==> src/nsd_pkg.sv <==
// Shared types, codes and decode tables of the NMEA sentence decoder.
package nsd_pkg;

    typedef enum logic [2:0] {
        KIND_GGA  = 3'd0,
        KIND_GSA  = 3'd1,
        KIND_RMC  = 3'd2,
        KIND_GSV  = 3'd3,
        KIND_NONE = 3'd4
    } kind_t;

    typedef enum logic [4:0] {
        QID_TIME       = 5'd0,
        QID_DATE       = 5'd1,
        QID_LAT        = 5'd2,
        QID_LON        = 5'd3,
        QID_ALT        = 5'd4,
        QID_SPEED      = 5'd5,
        QID_COURSE     = 5'd6,
        QID_HDOP       = 5'd7,
        QID_PDOP       = 5'd8,
        QID_VDOP       = 5'd9,
        QID_FIXQ       = 5'd10,
        QID_FIXTYPE    = 5'd11,
        QID_SATS       = 5'd12,
        QID_VISIBLE    = 5'd13,
        QID_SNR_AVG    = 5'd14,
        QID_TIME_STAMP = 5'd15,
        QID_POS_STAMP  = 5'd16
    } qid_t;

    // what a completed term updates
    typedef enum logic [4:0] {
        ACT_NONE, ACT_TYPE, ACT_TIME, ACT_LAT, ACT_LAT_SIGN, ACT_LON, ACT_LON_SIGN,
        ACT_FIXQ, ACT_SATS, ACT_HDOP, ACT_ALT, ACT_FIXTYPE, ACT_PDOP, ACT_VDOP,
        ACT_STATUS, ACT_SPEED, ACT_COURSE, ACT_DATE, ACT_GTOT, ACT_GIDX, ACT_VIS,
        ACT_SNR
    } act_t;

    typedef enum logic [1:0] {
        CLS_IMM, CLS_DEC, CLS_DEG, CLS_CNT
    } cls_t;

    typedef enum logic [4:0] {
        OP_NOP, OP_IMM, OP_DEC_START, OP_DEC_INT, OP_DEC_DOT, OP_DEC_F1, OP_DEC_F2,
        OP_DEG_START, OP_DEG_LOOK, OP_DEG_INT, OP_DEG_SCALE, OP_DEG_M1, OP_DEG_M2,
        OP_DEG_MLOOP, OP_DEG_MUL, OP_DEG_FIN, OP_CNT_START, OP_CNT_STEP, OP_COMMIT,
        OP_TERM_END, OP_TAIL, OP_DIV_START, OP_DIV_STEP, OP_EMIT, OP_GSV_CLEAR
    } op_t;

    typedef enum logic [4:0] {
        S_IDLE, S_DISPATCH, S_DEC_INT, S_DEC_DOT, S_DEC_F1, S_DEC_F2, S_DEG_LOOK,
        S_DEG_INT, S_DEG_SCALE, S_DEG_M1, S_DEG_M2, S_DEG_MLOOP, S_DEG_MUL,
        S_DEG_FIN, S_CNT, S_COMMIT, S_TERM_END, S_TAIL, S_DIV_START, S_DIV,
        S_EMIT, S_CLEAR
    } ctrl_state_t;

    typedef struct packed {
        op_t op;
    } dp_cmd_t;

    typedef struct packed {
        logic is_delim;
        cls_t cls;
        logic digit;
        logic dot;
        logic deg_go;
        logic cnt_more;
        logic star_match;
        logic sent_valid;
        logic is_gsv;
        logic div_done;
        logic out_free;
        logic emit_last;
    } dp_stat_t;

    localparam logic [7:0] CH_COMMA  = 8'h2C;
    localparam logic [7:0] CH_STAR   = 8'h2A;
    localparam logic [7:0] CH_NL     = 8'h0A;
    localparam logic [7:0] CH_DOLLAR = 8'h24;
    localparam logic [7:0] CH_DOT    = 8'h2E;
    localparam logic [7:0] CH_MINUS  = 8'h2D;
    localparam logic [7:0] CH_ZERO   = 8'h30;
    localparam logic [7:0] CH_S      = 8'h53;
    localparam logic [7:0] CH_W      = 8'h57;
    localparam logic [7:0] CH_A      = 8'h41;

    localparam logic [39:0] TAG_GGA = 40'h4750474741;
    localparam logic [39:0] TAG_GSA = 40'h4750475341;
    localparam logic [39:0] TAG_RMC = 40'h4750524D43;
    localparam logic [39:0] TAG_GSV = 40'h4750475356;

    localparam logic [31:0] INV_TIME  = 32'hFFFF_FFFF;
    localparam logic [31:0] INV_ANGLE = 32'd999999999;
    localparam logic [15:0] INV_DOP   = 16'hFFFF;
    localparam logic [7:0]  INV_SATS  = 8'hFF;
    localparam logic [31:0] RECIP_SIX = 32'hAAAA_AAAB;
    localparam int          DIV_STEPS = 23;

    function automatic logic is_digit(input logic [7:0] b);
        return (b >= 8'h30) && (b <= 8'h39);
    endfunction

    function automatic logic [3:0] hex_val(input logic [7:0] b);
        logic [7:0] v;
        v = 8'd0;
        if (b >= 8'h41 && b <= 8'h46) v = b - 8'h37;
        else if (b >= 8'h61 && b <= 8'h66) v = b - 8'h57;
        else if (is_digit(b)) v = b - CH_ZERO;
        return v[3:0];
    endfunction

    function automatic act_t classify(input kind_t t, input logic [7:0] k);
        act_t a;
        a = ACT_NONE;
        if (k == 8'd0) begin
            a = ACT_TYPE;
        end else begin
            unique case (t)
                KIND_GGA: begin
                    case (k)
                        8'd1: a = ACT_TIME;
                        8'd2: a = ACT_LAT;
                        8'd3: a = ACT_LAT_SIGN;
                        8'd4: a = ACT_LON;
                        8'd5: a = ACT_LON_SIGN;
                        8'd6: a = ACT_FIXQ;
                        8'd7: a = ACT_SATS;
                        8'd8: a = ACT_HDOP;
                        8'd9: a = ACT_ALT;
                        default: a = ACT_NONE;
                    endcase
                end
                KIND_RMC: begin
                    case (k)
                        8'd1: a = ACT_TIME;
                        8'd2: a = ACT_STATUS;
                        8'd3: a = ACT_LAT;
                        8'd4: a = ACT_LAT_SIGN;
                        8'd5: a = ACT_LON;
                        8'd6: a = ACT_LON_SIGN;
                        8'd7: a = ACT_SPEED;
                        8'd8: a = ACT_COURSE;
                        8'd9: a = ACT_DATE;
                        default: a = ACT_NONE;
                    endcase
                end
                KIND_GSA: begin
                    case (k)
                        8'd2:  a = ACT_FIXTYPE;
                        8'd15: a = ACT_PDOP;
                        8'd16: a = ACT_HDOP;
                        8'd17: a = ACT_VDOP;
                        default: a = ACT_NONE;
                    endcase
                end
                KIND_GSV: begin
                    case (k)
                        8'd1: a = ACT_GTOT;
                        8'd2: a = ACT_GIDX;
                        8'd3: a = ACT_VIS;
                        8'd7, 8'd11, 8'd15, 8'd19: a = ACT_SNR;
                        default: a = ACT_NONE;
                    endcase
                end
                default: a = ACT_NONE;
            endcase
        end
        return a;
    endfunction

    function automatic cls_t act_cls(input act_t a);
        cls_t c;
        unique case (a)
            ACT_TIME, ACT_HDOP, ACT_ALT, ACT_PDOP, ACT_VDOP, ACT_SPEED, ACT_COURSE,
            ACT_DATE: c = CLS_DEC;
            ACT_LAT, ACT_LON: c = CLS_DEG;
            ACT_SATS, ACT_GTOT, ACT_GIDX, ACT_VIS, ACT_SNR: c = CLS_CNT;
            default: c = CLS_IMM;
        endcase
        return c;
    endfunction

    function automatic logic [3:0] run_len(input kind_t t);
        logic [3:0] n;
        unique case (t)
            KIND_GGA: n = 4'd9;
            KIND_GSA: n = 4'd4;
            KIND_RMC: n = 4'd8;
            KIND_GSV: n = 4'd2;
            default:  n = 4'd1;
        endcase
        return n;
    endfunction

    function automatic qid_t emit_id(input kind_t t, input logic [3:0] slot);
        qid_t q;
        q = QID_TIME;
        unique case (t)
            KIND_GGA: begin
                case (slot)
                    4'd0: q = QID_TIME;
                    4'd1: q = QID_LAT;
                    4'd2: q = QID_LON;
                    4'd3: q = QID_ALT;
                    4'd4: q = QID_HDOP;
                    4'd5: q = QID_FIXQ;
                    4'd6: q = QID_SATS;
                    4'd7: q = QID_TIME_STAMP;
                    default: q = QID_POS_STAMP;
                endcase
            end
            KIND_GSA: begin
                case (slot)
                    4'd0: q = QID_HDOP;
                    4'd1: q = QID_PDOP;
                    4'd2: q = QID_VDOP;
                    default: q = QID_FIXTYPE;
                endcase
            end
            KIND_RMC: begin
                case (slot)
                    4'd0: q = QID_TIME;
                    4'd1: q = QID_DATE;
                    4'd2: q = QID_LAT;
                    4'd3: q = QID_LON;
                    4'd4: q = QID_SPEED;
                    4'd5: q = QID_COURSE;
                    4'd6: q = QID_TIME_STAMP;
                    default: q = QID_POS_STAMP;
                endcase
            end
            KIND_GSV: q = (slot == 4'd0) ? QID_VISIBLE : QID_SNR_AVG;
            default: q = QID_TIME;
        endcase
        return q;
    endfunction

endpackage

==> src/nsd_ctrl.sv <==
// Sequencer: steps the datapath through term parsing, checksum and result runs.
module nsd_ctrl
    import nsd_pkg::*;
(
    input  logic     aclk,
    input  logic     aresetn,
    input  logic     in_acc,
    input  dp_stat_t stat,
    output dp_cmd_t  cmd,
    output logic     s_ready
);

    ctrl_state_t state_reg, state_next;

    always_ff @(posedge aclk) begin
        if (!aresetn) begin
            state_reg <= S_IDLE;
        end else begin
            state_reg <= state_next;
        end
    end

    always_comb begin
        state_next = state_reg;
        unique case (state_reg)
            S_IDLE:      if (in_acc && stat.is_delim) state_next = S_DISPATCH;
            S_DISPATCH: begin
                unique case (stat.cls)
                    CLS_DEC: state_next = S_DEC_INT;
                    CLS_DEG: state_next = S_DEG_LOOK;
                    CLS_CNT: state_next = S_CNT;
                    default: state_next = S_TERM_END;
                endcase
            end
            S_DEC_INT:   if (!stat.digit) state_next = S_DEC_DOT;
            S_DEC_DOT:   state_next = stat.dot ? S_DEC_F1 : S_COMMIT;
            S_DEC_F1:    state_next = stat.digit ? S_DEC_F2 : S_COMMIT;
            S_DEC_F2:    state_next = S_COMMIT;
            S_DEG_LOOK:  state_next = S_DEG_INT;
            S_DEG_INT:   state_next = stat.deg_go ? S_DEG_LOOK : S_DEG_SCALE;
            S_DEG_SCALE: state_next = S_DEG_M1;
            S_DEG_M1:    state_next = S_DEG_M2;
            S_DEG_M2:    state_next = S_DEG_MLOOP;
            S_DEG_MLOOP: if (!stat.digit) state_next = S_DEG_MUL;
            S_DEG_MUL:   state_next = S_DEG_FIN;
            S_DEG_FIN:   state_next = S_COMMIT;
            S_CNT:       if (!stat.cnt_more) state_next = S_COMMIT;
            S_COMMIT:    state_next = S_TERM_END;
            S_TERM_END: begin
                if (!stat.star_match)     state_next = S_TAIL;
                else if (!stat.sent_valid) state_next = S_IDLE;
                else if (stat.is_gsv)      state_next = S_DIV_START;
                else                       state_next = S_EMIT;
            end
            S_TAIL:      state_next = S_IDLE;
            S_DIV_START: state_next = S_DIV;
            S_DIV:       if (stat.div_done) state_next = S_EMIT;
            S_EMIT: begin
                if (stat.out_free && stat.emit_last)
                    state_next = stat.is_gsv ? S_CLEAR : S_IDLE;
            end
            S_CLEAR:     state_next = S_IDLE;
            default:     state_next = S_IDLE;
        endcase
    end

    always_comb begin
        cmd.op  = OP_NOP;
        s_ready = 1'b0;
        unique case (state_reg)
            S_IDLE:      s_ready = 1'b1;
            S_DISPATCH: begin
                unique case (stat.cls)
                    CLS_DEC: cmd.op = OP_DEC_START;
                    CLS_DEG: cmd.op = OP_DEG_START;
                    CLS_CNT: cmd.op = OP_CNT_START;
                    default: cmd.op = OP_IMM;
                endcase
            end
            S_DEC_INT:   cmd.op = OP_DEC_INT;
            S_DEC_DOT:   cmd.op = OP_DEC_DOT;
            S_DEC_F1:    cmd.op = OP_DEC_F1;
            S_DEC_F2:    cmd.op = OP_DEC_F2;
            S_DEG_LOOK:  cmd.op = OP_DEG_LOOK;
            S_DEG_INT:   cmd.op = OP_DEG_INT;
            S_DEG_SCALE: cmd.op = OP_DEG_SCALE;
            S_DEG_M1:    cmd.op = OP_DEG_M1;
            S_DEG_M2:    cmd.op = OP_DEG_M2;
            S_DEG_MLOOP: cmd.op = OP_DEG_MLOOP;
            S_DEG_MUL:   cmd.op = OP_DEG_MUL;
            S_DEG_FIN:   cmd.op = OP_DEG_FIN;
            S_CNT:       cmd.op = stat.cnt_more ? OP_CNT_STEP : OP_NOP;
            S_COMMIT:    cmd.op = OP_COMMIT;
            S_TERM_END:  cmd.op = OP_TERM_END;
            S_TAIL:      cmd.op = OP_TAIL;
            S_DIV_START: cmd.op = OP_DIV_START;
            S_DIV:       cmd.op = stat.div_done ? OP_NOP : OP_DIV_STEP;
            S_EMIT:      cmd.op = OP_EMIT;
            S_CLEAR:     cmd.op = OP_GSV_CLEAR;
            default:     cmd.op = OP_NOP;
        endcase
    end

endmodule

==> src/nsd_datapath.sv <==
// Term buffer, parsers, pending quantities, SNR divider and result register.
module nsd_datapath
    import nsd_pkg::*;
#(
    parameter int TERM_SIZE = 16
)
(
    input  logic               aclk,
    input  logic               aresetn,
    input  logic               in_acc,
    input  logic [7:0]         s_char_in,
    input  logic [31:0]        s_now_ms,
    input  dp_cmd_t            cmd,
    output dp_stat_t           stat,
    input  logic               m_ready,
    output logic               m_valid,
    output logic [1:0]         m_sentence_kind,
    output logic [4:0]         m_quantity_id,
    output logic signed [32:0] m_quantity_value,
    output logic               m_last_of_run
);

    localparam int AW = $clog2(TERM_SIZE);
    localparam int IW = AW + 2;

    logic [7:0]    buf_reg [TERM_SIZE];
    logic [7:0]    head_reg [5];
    logic [AW-1:0] len_reg;
    logic [7:0]    k_reg;
    kind_t         type_reg;
    logic [7:0]    parity_reg;
    logic          inchk_reg;
    logic          status_reg;
    logic [31:0]   time_reg, date_reg, lat_reg, lon_reg, alt_reg, speed_reg, course_reg;
    logic [15:0]   hdop_reg, pdop_reg, vdop_reg;
    logic [3:0]    fixq_reg, fixtype_reg;
    logic [7:0]    sats_reg, vis_reg, gtot_reg, gidx_reg;
    logic [15:0]   snr_reg;
    logic [31:0]   tstamp_reg, pstamp_reg;

    logic [7:0]    char_reg;
    logic [31:0]   now_reg;
    act_t          act_reg;
    logic          star_reg;
    logic [IW-1:0] i_reg;
    logic          neg_reg;
    logic          look_dot_reg;
    logic [31:0]   acc_reg, mn_reg;
    logic [63:0]   prod_reg;
    logic [22:0]   dvd_reg;
    logic [7:0]    rem_reg;
    logic [4:0]    dcnt_reg;
    logic [3:0]    slot_reg;

    logic          m_valid_reg, m_last_reg;
    logic [1:0]    m_kind_reg;
    logic [4:0]    m_id_reg;
    logic [32:0]   m_value_reg;

    logic [IW-1:0] rd_idx;
    logic [7:0]    rd_byte, hb0, hb1, hb2;
    logic [31:0]   dig, byte_off, res, abs_mn, q32;
    logic          is_delim, out_free, emit_load;
    logic [7:0]    chk;
    logic [8:0]    trial;
    logic          qbit;
    qid_t          eid;
    logic [32:0]   evalue;

    assign rd_idx  = (cmd.op == OP_DEG_LOOK) ? i_reg + IW'(2) : i_reg;
    assign rd_byte = (rd_idx < IW'(len_reg)) ? buf_reg[rd_idx[AW-1:0]] : 8'd0;
    assign hb0     = (len_reg != '0) ? head_reg[0] : 8'd0;
    assign hb1     = (len_reg > AW'(1)) ? head_reg[1] : 8'd0;
    assign hb2     = (len_reg > AW'(2)) ? head_reg[2] : 8'd0;
    assign dig      = {28'd0, 4'(rd_byte - CH_ZERO)};
    // raw byte minus '0', wrapping for bytes below '0'
    assign byte_off = {24'd0, rd_byte} - 32'd48;
    assign chk      = {hex_val(hb1), hex_val(hb2)};
    assign is_delim = (s_char_in == CH_COMMA) || (s_char_in == CH_STAR) ||
                      (s_char_in == CH_NL);
    assign res      = (act_cls(act_reg) == CLS_DEC && neg_reg) ? 32'd0 - acc_reg : acc_reg;
    assign abs_mn   = mn_reg[31] ? 32'd0 - mn_reg : mn_reg;
    assign q32      = {2'b00, prod_reg[63:34]};
    assign trial    = {rem_reg, dvd_reg[22]};
    assign qbit     = trial >= {1'b0, vis_reg};
    assign out_free = !m_valid_reg || m_ready;
    assign emit_load = (cmd.op == OP_EMIT) && out_free;
    assign eid      = emit_id(type_reg, slot_reg);

    always_comb begin
        unique case (eid)
            QID_TIME:       evalue = {time_reg[31], time_reg};
            QID_DATE:       evalue = {date_reg[31], date_reg};
            QID_LAT:        evalue = {lat_reg[31], lat_reg};
            QID_LON:        evalue = {lon_reg[31], lon_reg};
            QID_ALT:        evalue = {alt_reg[31], alt_reg};
            QID_SPEED:      evalue = {speed_reg[31], speed_reg};
            QID_COURSE:     evalue = {course_reg[31], course_reg};
            QID_HDOP:       evalue = {{17{hdop_reg[15]}}, hdop_reg};
            QID_PDOP:       evalue = {{17{pdop_reg[15]}}, pdop_reg};
            QID_VDOP:       evalue = {{17{vdop_reg[15]}}, vdop_reg};
            QID_FIXQ:       evalue = {29'd0, fixq_reg};
            QID_FIXTYPE:    evalue = {29'd0, fixtype_reg};
            QID_SATS:       evalue = {25'd0, sats_reg};
            QID_VISIBLE:    evalue = {25'd0, vis_reg};
            QID_SNR_AVG:    evalue = (vis_reg == 8'd0) ? 33'd0 : {10'd0, dvd_reg};
            QID_TIME_STAMP: evalue = {1'b0, tstamp_reg};
            QID_POS_STAMP:  evalue = {1'b0, pstamp_reg};
            default:        evalue = 33'd0;
        endcase
    end

    always_comb begin
        stat.is_delim   = is_delim;
        stat.cls        = act_cls(act_reg);
        stat.digit      = is_digit(rd_byte);
        stat.dot        = rd_byte == CH_DOT;
        stat.deg_go     = !look_dot_reg && is_digit(rd_byte);
        stat.cnt_more   = i_reg < IW'(len_reg);
        stat.star_match = star_reg && (chk == parity_reg);
        stat.sent_valid = (type_reg == KIND_GGA && fixq_reg != 4'd0) ||
                          (type_reg == KIND_GSA && fixtype_reg > 4'd1) ||
                          (type_reg == KIND_RMC && status_reg) ||
                          (type_reg == KIND_GSV && gidx_reg == gtot_reg);
        stat.is_gsv     = type_reg == KIND_GSV;
        stat.div_done   = dcnt_reg == 5'(DIV_STEPS);
        stat.out_free   = out_free;
        stat.emit_last  = slot_reg == run_len(type_reg) - 4'd1;
    end

    // term buffer: storage only, reads are gated by the length
    always_ff @(posedge aclk) begin
        if (in_acc && !is_delim && s_char_in != CH_DOLLAR &&
            len_reg != AW'(TERM_SIZE - 1)) begin
            buf_reg[len_reg] <= s_char_in;
            if (len_reg < AW'(5)) head_reg[3'(len_reg)] <= s_char_in;
        end else if (cmd.op == OP_TAIL && char_reg != CH_COMMA) begin
            buf_reg[0]  <= char_reg;
            head_reg[0] <= char_reg;
        end
    end

    // parse scratch registers
    always_ff @(posedge aclk) begin
        if (in_acc && is_delim) begin
            char_reg <= s_char_in;
            now_reg  <= s_now_ms;
            act_reg  <= classify(type_reg, k_reg);
            star_reg <= hb0 == CH_STAR;
        end
        case (cmd.op)
            OP_DEC_START: begin
                neg_reg <= hb0 == CH_MINUS;
                i_reg   <= (hb0 == CH_MINUS) ? IW'(1) : IW'(0);
                acc_reg <= 32'd0;
            end
            OP_DEC_INT: begin
                if (is_digit(rd_byte)) begin
                    acc_reg <= acc_reg * 32'd10 + dig;
                    i_reg   <= i_reg + IW'(1);
                end else begin
                    acc_reg <= acc_reg * 32'd100;
                end
            end
            OP_DEC_DOT: if (rd_byte == CH_DOT) i_reg <= i_reg + IW'(1);
            OP_DEC_F1: begin
                if (is_digit(rd_byte)) begin
                    acc_reg <= acc_reg + dig * 32'd10;
                    i_reg   <= i_reg + IW'(1);
                end
            end
            OP_DEC_F2:    if (is_digit(rd_byte)) acc_reg <= acc_reg + dig;
            OP_DEG_START: begin
                i_reg   <= '0;
                acc_reg <= 32'd0;
            end
            OP_DEG_LOOK:  look_dot_reg <= rd_byte == CH_DOT;
            OP_DEG_INT: begin
                if (!look_dot_reg && is_digit(rd_byte)) begin
                    acc_reg <= acc_reg * 32'd10 + dig;
                    i_reg   <= i_reg + IW'(1);
                end
            end
            OP_DEG_SCALE: acc_reg <= acc_reg * 32'd100000;
            OP_DEG_M1: begin
                mn_reg <= byte_off * 32'd10;
                i_reg  <= i_reg + IW'(1);
            end
            OP_DEG_M2: begin
                mn_reg <= mn_reg + byte_off;
                i_reg  <= i_reg + IW'(2);
            end
            OP_DEG_MLOOP: begin
                if (is_digit(rd_byte)) begin
                    mn_reg <= mn_reg * 32'd10 + dig;
                    i_reg  <= i_reg + IW'(1);
                end
            end
            OP_DEG_MUL: begin
                // minutes / 6 by reciprocal multiply, exact for 32-bit magnitudes
                neg_reg  <= mn_reg[31];
                prod_reg <= 64'(abs_mn) * 64'(RECIP_SIX);
            end
            OP_DEG_FIN:   acc_reg <= acc_reg + (neg_reg ? 32'd0 - q32 : q32);
            OP_CNT_START: begin
                i_reg   <= '0;
                acc_reg <= 32'd0;
            end
            OP_CNT_STEP: begin
                acc_reg <= acc_reg * 32'd10 + byte_off;
                i_reg   <= i_reg + IW'(1);
            end
            OP_DIV_START: begin
                dvd_reg  <= 23'(snr_reg) * 23'd100;
                rem_reg  <= 8'd0;
                dcnt_reg <= 5'd0;
            end
            OP_DIV_STEP: begin
                rem_reg  <= qbit ? 8'(trial - {1'b0, vis_reg}) : trial[7:0];
                dvd_reg  <= {dvd_reg[21:0], qbit};
                dcnt_reg <= dcnt_reg + 5'd1;
            end
            default: ;
        endcase
    end

    // sentence state and pending quantities
    always_ff @(posedge aclk) begin
        if (!aresetn) begin
            len_reg     <= '0;
            k_reg       <= 8'd0;
            type_reg    <= KIND_NONE;
            parity_reg  <= 8'd0;
            inchk_reg   <= 1'b0;
            status_reg  <= 1'b0;
            time_reg    <= INV_TIME;
            date_reg    <= 32'd0;
            lat_reg     <= INV_ANGLE;
            lon_reg     <= INV_ANGLE;
            alt_reg     <= INV_ANGLE;
            speed_reg   <= INV_TIME;
            course_reg  <= INV_ANGLE;
            hdop_reg    <= INV_DOP;
            pdop_reg    <= INV_DOP;
            vdop_reg    <= INV_DOP;
            fixq_reg    <= 4'd0;
            fixtype_reg <= 4'd0;
            sats_reg    <= INV_SATS;
            vis_reg     <= 8'd0;
            gtot_reg    <= 8'd0;
            gidx_reg    <= 8'd0;
            snr_reg     <= 16'd0;
            tstamp_reg  <= INV_TIME;
            pstamp_reg  <= INV_TIME;
            slot_reg    <= 4'd0;
        end else begin
            if (in_acc) begin
                if (s_char_in == CH_DOLLAR) begin
                    k_reg      <= 8'd0;
                    parity_reg <= 8'd0;
                    inchk_reg  <= 1'b0;
                    status_reg <= 1'b0;
                    type_reg   <= KIND_NONE;
                    len_reg    <= '0;
                end else if (is_delim) begin
                    inchk_reg <= s_char_in == CH_STAR;
                end else begin
                    if (len_reg != AW'(TERM_SIZE - 1)) len_reg <= len_reg + AW'(1);
                    if (!inchk_reg) parity_reg <= parity_reg ^ s_char_in;
                end
            end
            case (cmd.op)
                OP_IMM: begin
                    unique case (act_reg)
                        ACT_TYPE: begin
                            if (len_reg != AW'(5)) type_reg <= KIND_NONE;
                            else begin
                                unique case ({head_reg[0], head_reg[1], head_reg[2],
                                              head_reg[3], head_reg[4]})
                                    TAG_GGA: type_reg <= KIND_GGA;
                                    TAG_GSA: type_reg <= KIND_GSA;
                                    TAG_RMC: type_reg <= KIND_RMC;
                                    TAG_GSV: type_reg <= KIND_GSV;
                                    default: type_reg <= KIND_NONE;
                                endcase
                            end
                        end
                        ACT_LAT_SIGN: if (hb0 == CH_S) lat_reg <= 32'd0 - lat_reg;
                        ACT_LON_SIGN: if (hb0 == CH_W) lon_reg <= 32'd0 - lon_reg;
                        ACT_FIXQ:     fixq_reg <= hex_val(hb0);
                        ACT_FIXTYPE:  fixtype_reg <= is_digit(hb0) ? 4'(hb0 - CH_ZERO) : 4'd0;
                        ACT_STATUS:   status_reg <= hb0 == CH_A;
                        default: ;
                    endcase
                end
                OP_COMMIT: begin
                    unique case (act_reg)
                        ACT_TIME: begin
                            time_reg   <= res;
                            tstamp_reg <= now_reg;
                        end
                        ACT_LAT: begin
                            lat_reg    <= res;
                            pstamp_reg <= now_reg;
                        end
                        ACT_LON:    lon_reg    <= res;
                        ACT_ALT:    alt_reg    <= res;
                        ACT_SPEED:  speed_reg  <= res;
                        ACT_COURSE: course_reg <= res;
                        ACT_DATE:   date_reg   <= res;
                        ACT_HDOP:   hdop_reg   <= res[15:0];
                        ACT_PDOP:   pdop_reg   <= res[15:0];
                        ACT_VDOP:   vdop_reg   <= res[15:0];
                        ACT_SATS:   sats_reg   <= res[7:0];
                        ACT_GTOT:   gtot_reg   <= res[7:0];
                        ACT_GIDX:   gidx_reg   <= res[7:0];
                        ACT_VIS:    vis_reg    <= res[7:0];
                        ACT_SNR:    snr_reg    <= snr_reg + res[15:0];
                        default: ;
                    endcase
                end
                OP_TERM_END: begin
                    k_reg    <= k_reg + 8'd1;
                    slot_reg <= 4'd0;
                    if (star_reg) begin
                        inchk_reg <= 1'b1;
                        len_reg   <= '0;
                    end
                end
                OP_TAIL: begin
                    // the delimiter itself opens the next term unless it is a comma
                    len_reg <= (char_reg != CH_COMMA) ? AW'(1) : AW'(0);
                    if (!inchk_reg) parity_reg <= parity_reg ^ char_reg;
                end
                OP_EMIT:      if (out_free) slot_reg <= slot_reg + 4'd1;
                OP_GSV_CLEAR: begin
                    vis_reg <= 8'd0;
                    snr_reg <= 16'd0;
                end
                default: ;
            endcase
        end
    end

    // result register
    always_ff @(posedge aclk) begin
        if (!aresetn) begin
            m_valid_reg <= 1'b0;
        end else if (emit_load) begin
            m_valid_reg <= 1'b1;
        end else if (m_ready) begin
            m_valid_reg <= 1'b0;
        end
    end

    always_ff @(posedge aclk) begin
        if (emit_load) begin
            m_kind_reg  <= type_reg[1:0];
            m_id_reg    <= eid;
            m_value_reg <= evalue;
            m_last_reg  <= slot_reg == run_len(type_reg) - 4'd1;
        end
    end

    assign m_valid          = m_valid_reg;
    assign m_sentence_kind  = m_kind_reg;
    assign m_quantity_id    = m_id_reg;
    assign m_quantity_value = m_value_reg;
    assign m_last_of_run    = m_last_reg;

endmodule

==> src/nmea_sentence_decoder_unit.sv <==
// NMEA sentence decoder: accepts one byte per request and emits runs of quantity results.
// A byte that is not a comma, star or newline is taken in the idle state. A delimiter ends
// a term and blocks input while the sequencer parses the term from the buffer: a decimal
// by its integer digits, dot and up to two fraction digits, an angle by its degree digits
// and then its minutes, a count by its digits. A sentence that passes its checksum and its
// validity test then sends one result per cycle while the output is taken; a final GSV
// first runs the SNR divide.
// The last result of a run may still wait in the output register while new bytes are taken.
module nmea_sentence_decoder_unit
    import nsd_pkg::*;
#(
    parameter int TERM_SIZE = 16
)
(
    input  logic               aclk,
    input  logic               aresetn,
    input  logic               s_valid,
    output logic               s_ready,
    input  logic [7:0]         s_char_in,
    input  logic [31:0]        s_now_ms,
    output logic               m_valid,
    input  logic               m_ready,
    output logic [1:0]         m_sentence_kind,
    output logic [4:0]         m_quantity_id,
    output logic signed [32:0] m_quantity_value,
    output logic               m_last_of_run
);

    dp_cmd_t  cmd;
    dp_stat_t stat;
    logic     in_acc;

    assign in_acc = s_valid && s_ready;

    nsd_ctrl u_ctrl (
        .aclk    (aclk),
        .aresetn (aresetn),
        .in_acc  (in_acc),
        .stat    (stat),
        .cmd     (cmd),
        .s_ready (s_ready)
    );

    nsd_datapath #(
        .TERM_SIZE (TERM_SIZE)
    ) u_datapath (
        .aclk             (aclk),
        .aresetn          (aresetn),
        .in_acc           (in_acc),
        .s_char_in        (s_char_in),
        .s_now_ms         (s_now_ms),
        .cmd              (cmd),
        .stat             (stat),
        .m_ready          (m_ready),
        .m_valid          (m_valid),
        .m_sentence_kind  (m_sentence_kind),
        .m_quantity_id    (m_quantity_id),
        .m_quantity_value (m_quantity_value),
        .m_last_of_run    (m_last_of_run)
    );

    // the final result of every run is one of the three closing quantities
    a_last_id: assert property (@(posedge aclk) disable iff (!aresetn)
        (m_valid && m_last_of_run) |->
            (m_quantity_id == QID_POS_STAMP || m_quantity_id == QID_FIXTYPE ||
             m_quantity_id == QID_SNR_AVG))
        else $error("run closed on unexpected quantity");

    a_gsv_ids: assert property (@(posedge aclk) disable iff (!aresetn)
        (m_valid && m_sentence_kind == 2'(KIND_GSV)) |->
            (m_quantity_id == QID_VISIBLE || m_quantity_id == QID_SNR_AVG))
        else $error("GSV request carries a foreign quantity");

    // no new byte is taken while a run is still being loaded
    a_busy_emit: assert property (@(posedge aclk) disable iff (!aresetn)
        (m_valid && !m_ready && !m_last_of_run) |-> !s_ready)
        else $error("input taken in the middle of a result run");

endmodule
==> config.mk <==
export PLATFORM = sky130hd
export DESIGN_NAME = nmea_sentence_decoder_unit
export DESIGN_NICKNAME = d
export VERILOG_FILES = /design/src/nsd_pkg.sv /design/src/nsd_ctrl.sv /design/src/nsd_datapath.sv /design/src/nmea_sentence_decoder_unit.sv
export SDC_FILE = /design/constraint.sdc
export NUM_CORES = 2
export LEC_CHECK = 0
export ABC_AREA = 1
export BUFFER_PORTS_ARGS = -buffer_cell sky130_fd_sc_hd__buf_4
export CORE_UTILIZATION = 29
export DETAILED_ROUTE_END_ITERATION = 12
export PLACE_DENSITY_LB_ADDON = 0.25
export SETUP_SLACK_MARGIN = 0.4
export SLEW_MARGIN = 10
export SYNTH_ARGS = -nofsm -noshare
export SYNTH_HDL_FRONTEND = slang
export SYNTH_SLANG_ARGS = --single-unit
export TNS_END_PERCENT = 30
==> constraint.sdc <==
create_clock -name aclk -period 10.04 [get_ports aclk]
set_input_delay 1.506 -clock aclk [delete_from_list [all_inputs] [get_ports aclk]]
set_output_delay 1.506 -clock aclk [all_outputs]
set_load 0.02 [all_outputs]
==> metrics.md <==
| Metric | Value |
|---|---|
| Crit-path max FO | `5` |
| Largest net degree at the start of global routing | `approximately 100` |
| # nets final | `~12k` |
| RSZ-0062 raised after global routing | `false` |
| Routed vias/inst | `5.13` |
| FF+latch count, synth | `between 800 and 900` |
| Maximum capacitance violations | `0` |
| PD cells | `roughly 260 mW/mm²` |
| Power Internal | `about 11 mW` |
| Reg power frac | `between 10% and 20%` |
| EDFF count, synth | `between 300 and 400` |
| Overall power | `around 22 mW` |
| Overflow after GRT | `0` |
| CTS H-tree depth | `3` |
| Fin. Hold Viols | `0` |
| Worst Hold Endpoint | `u_datapath.pstamp_reg[19]$_SDFFE_PN1P_` |
| Number of DRC markers in iteration 0 | `6,711` |
| Crit-path leading delay family | `adder cells` |
| Rel. slew slack | `~15%` |
| Rows | `between 150 and 200` |
| Post-Synthesis Cell Area | `0.0786 mm²` |
| LEAKAGE | `between 40 and 50 nW` |
| Inst Count DP | `13.7k` |
| CTS tree | `done` |
| Hold path cells | `2` |
| Syn Inst Count | `approximately 10k` |
| Final Critical Period | `9.23 ns` |
| Clk Latency, worst-skew pair | `0.79 ns` |
| Worst EP arrival | `9.68 ns` |
| First-pass GRT wire length | `between 400,000 and 500,000 µm` |
| Pre-Repair DR Iteration Count | `6` |
| Worst R2R Path Depth | `33` |
| Die area | `between 0.2 and 0.3 mm²` |
| Port bufs | `86` |
| Syn Nets | `11.5k` |
| Outcome | `complete, no violations` |
| Drt total wl | `around 300,000 µm` |
| VDD IR max | `0.372 mV` |
| Fmax | `108 MHz` |
| Vias in the first global route | `69.5k` |
| Post-route cell area | `slightly below 0.09 mm²` |
| Number of remaining DRC errors | `0` |
| R2R Path Start | `u_datapath.mn_reg[1]$_DFFE_PP_` |
| Reg2reg end | `u_datapath.prod_reg[52]$_DFFE_PP_` |
| Ys async rst share | `0%` |
| Final setup slack of the worst path | `0.808 ns` |
| Max incr delay on CP | `~0.60 ns` |
| Hpwl dp | `248,000 µm` |
| Hold_buf cts | `0` |
| Fin. max-slew vios | `0` |
| Combinational share of power | `a little under two thirds` |
| Starting density of the core | `a little under 30%` |
| Setup-failing EPs final | `0` |
| Worst slew pin tran | `1.26 ns` |
| Clock Sink Count | `around 840` |
| GRT Util Overall | `between 20% and 30%` |
| Reg2Reg Setup Slack | `about 0.81 ns` |
| Most used DFF post-synth | `dfxtp_1` |
| Bufs and invs on worst path | `6` |
| Die W | `~520 µm` |
| Slowest cell on crit path | `fa_1` |
| CTS Buf Count | `between 100 and 150` |
| Placer Congestion | `between 0.9 and 1` |
| Switch share | `approximately 51%` |
| Worst setup SP type | `flop` |
| Mean Syn Cell Area | `about 7.7 µm²` |
| Die Height | `between 500 and 600 µm` |
| Finished Layout Cells | `approximately 14k` |
| Routed vias | `between 70k and 80k` |
| Crit path kind | `reg2reg` |
| Antenna violations before repair | `7` |
| Core Region | `0.269 mm²` |
| Remaining antenna violation count after routing | `0` |
| Sequential fraction of the synthesis area | `between 20% and 30%` |
| WP data required | `10.49 ns` |
| Clock buffer depth | `3` |
| Clock root buffer master | `clkbuf_16` |
| Pre-CTS setup slack | `between 0.2 and 0.25 ns` |
| Worst-path clk slew | `0.06 ns` |
| Worst setup EP type | `flop` |
| Synth cell types | `72` |
| Hold WC Path Type | `reg2reg` |
| Synth Warn # | `0` |
| Hold_sp | `u_datapath.now_reg[19]$_DFFE_PP_` |
| Net Sw Power | `about 11 mW` |
| Clock power frac | `17.4%` |
| Setup tns final | `0 ns` |
| Skew final | `around 0.10 ns` |
| Final worst-path cycle share | `about 92%` |
| Max FFs per register | `about 130` |
| Layout cell share with drive strength beyond 1 | `around 5.4%` |
| P&R area growth vs syn | `11.4%` |
| IO Count | `between 80 and 90` |
| Avg WL per Cell | `22.1 µm` |
| DP Area | `around 0.084 mm²` |
[layout make-up]
cell class | count | area [µm²]
well taps | 3552 | 4440
inverters | 1727 | 6490
multi-input cells | 7364 | 50700
flip-flops and latches | 835 | 20600
clock buffers | 134 | 2810
repair buffers | 224 | 1690
diodes | 3 | 7.51
fillers | 28545 | 181000
clock inverters | 57 | 729
[timing repair]
item	CTS	global route
resized for setup	2	21
endpoints found under the hold margin	0	0
setup endpoints to repair	3	27
buffers inserted	0	8
pin swaps	0	3
[cell usage in the layout (no fill, tap or decap), types with 233 or more instances in the layout]
cell	count
ha_1	833
inv_1	1679
fa_1	504
xor2_1	233
dfxtp_1	442
edfxtp_1	393
nand2_1	1883
nor2_1	913
a21oi_1	688
o21ai_0	542
nand3_1	586
[worst min-delay path: cells and delay by family, from the launching register on]
kind,cells,cell delay (ns)
AND/OR/NAND/NOR,2,0.10
flip-flops,1,0.34
[synthesized netlist by cell type (14+ instances only)]
master / number / area share (%)
a211oi_1: 35 / 0.33
a21o_1: 27 / 0.26
a21oi_1: 688 / 4.4
a221oi_1: 42 / 0.47
a22o_1: 14 / 0.16
a31oi_1: 64 / 0.51
buf_1: 14 / 0.067
buf_2: 57 / 0.36
clkbuf_1: 148 / 0.71
dfxtp_1: 442 / 11
edfxtp_1: 393 / 15
fa_1: 504 / 13
ha_1: 836 / 13
inv_1: 1682 / 8.0
inv_2: 32 / 0.15
mux2i_1: 45 / 0.57
nand2_1: 1885 / 9.0
nand3_1: 587 / 3.7
nand4_1: 127 / 1.0
nor2_1: 920 / 4.4
nor3_1: 153 / 0.97
nor4_1: 62 / 0.49
o2111ai_1: 20 / 0.22
o211ai_1: 116 / 1.1
o21a_1: 25 / 0.24
o21ai_0: 553 / 3.5
o21ai_1: 44 / 0.28
o21bai_1: 24 / 0.23
o221ai_1: 16 / 0.18
o22ai_1: 59 / 0.47
o31ai_1: 25 / 0.24
or2_2: 42 / 0.33
xnor2_1: 89 / 0.99
xor2_1: 240 / 2.7
[per-stage QoR]
step	hold slack [ns]	util [%]
after floorplan	0.425	-
after global placement	0.433	31.2
after detailed placement	0.439	31.2
after CTS	0.415	32.5
after global routing	0.424	32.6
final	0.423	32.6
[routing by layer]
layer	track usage [%]	up-vias	wire, µm	share of wire (%)
met5	0	-	8	0.0026
met4	5.60	2	7560	2.5
met3	2.96	329	20600	6.7
met2	34.8	2506	135000	44
met1	31.7	34646	144000	47
li1	-	33827	-	-
[how the worst max path moves through the flow]
stage / startpoint / endpoint / slack, ns / cells past startpoint
2_1_floorplan: u_datapath.mn_reg[0]$_SDFFCE_PP0P_ / u_datapath.prod_reg[61]$_DFFE_PP_ / 1.81 / 40
3_3_place_gp: u_datapath.mn_reg[1]$_DFFE_PP_ / u_datapath.prod_reg[52]$_DFFE_PP_ / 0.09 / 33
3_5_place_dp: u_datapath.mn_reg[1]$_DFFE_PP_ / u_datapath.prod_reg[52]$_DFFE_PP_ / 0.20 / 33
4_1_cts: u_datapath.mn_reg[1]$_DFFE_PP_ / u_datapath.prod_reg[61]$_DFFE_PP_ / 0.38 / 37
5_1_grt: u_datapath.mn_reg[3]$_DFFE_PP_ / u_datapath.prod_reg[61]$_DFFE_PP_ / 0.42 / 36
6_report: u_datapath.mn_reg[1]$_DFFE_PP_ / u_datapath.prod_reg[52]$_DFFE_PP_ / 0.81 / 33
[power groups by stage]
stage	logic (mW)	registers, mW	clock network, mW
after floorplan	9.94	4.16	0
after global placement	13.9	4.31	0
after detailed placement	13.9	4.31	0
after CTS	14.0	4.24	3.95
after global routing	15.9	4.27	4.07
final	14.3	4.25	3.90
[kinds of logic after synthesis]
logic type	after synthesis	share of synthesized area [%]
multiplexers	48	0.616
AO/OA/AOI/OAI	1802	13.1
AND/OR/NAND/NOR	3845	20.7
XOR/XNOR	329	3.67
adder cells (fa/ha/maj)	1340	26.1
buffers and inverters	1956	9.49
flip-flops	835	26.3
Power figures use the tool's default switching activity.
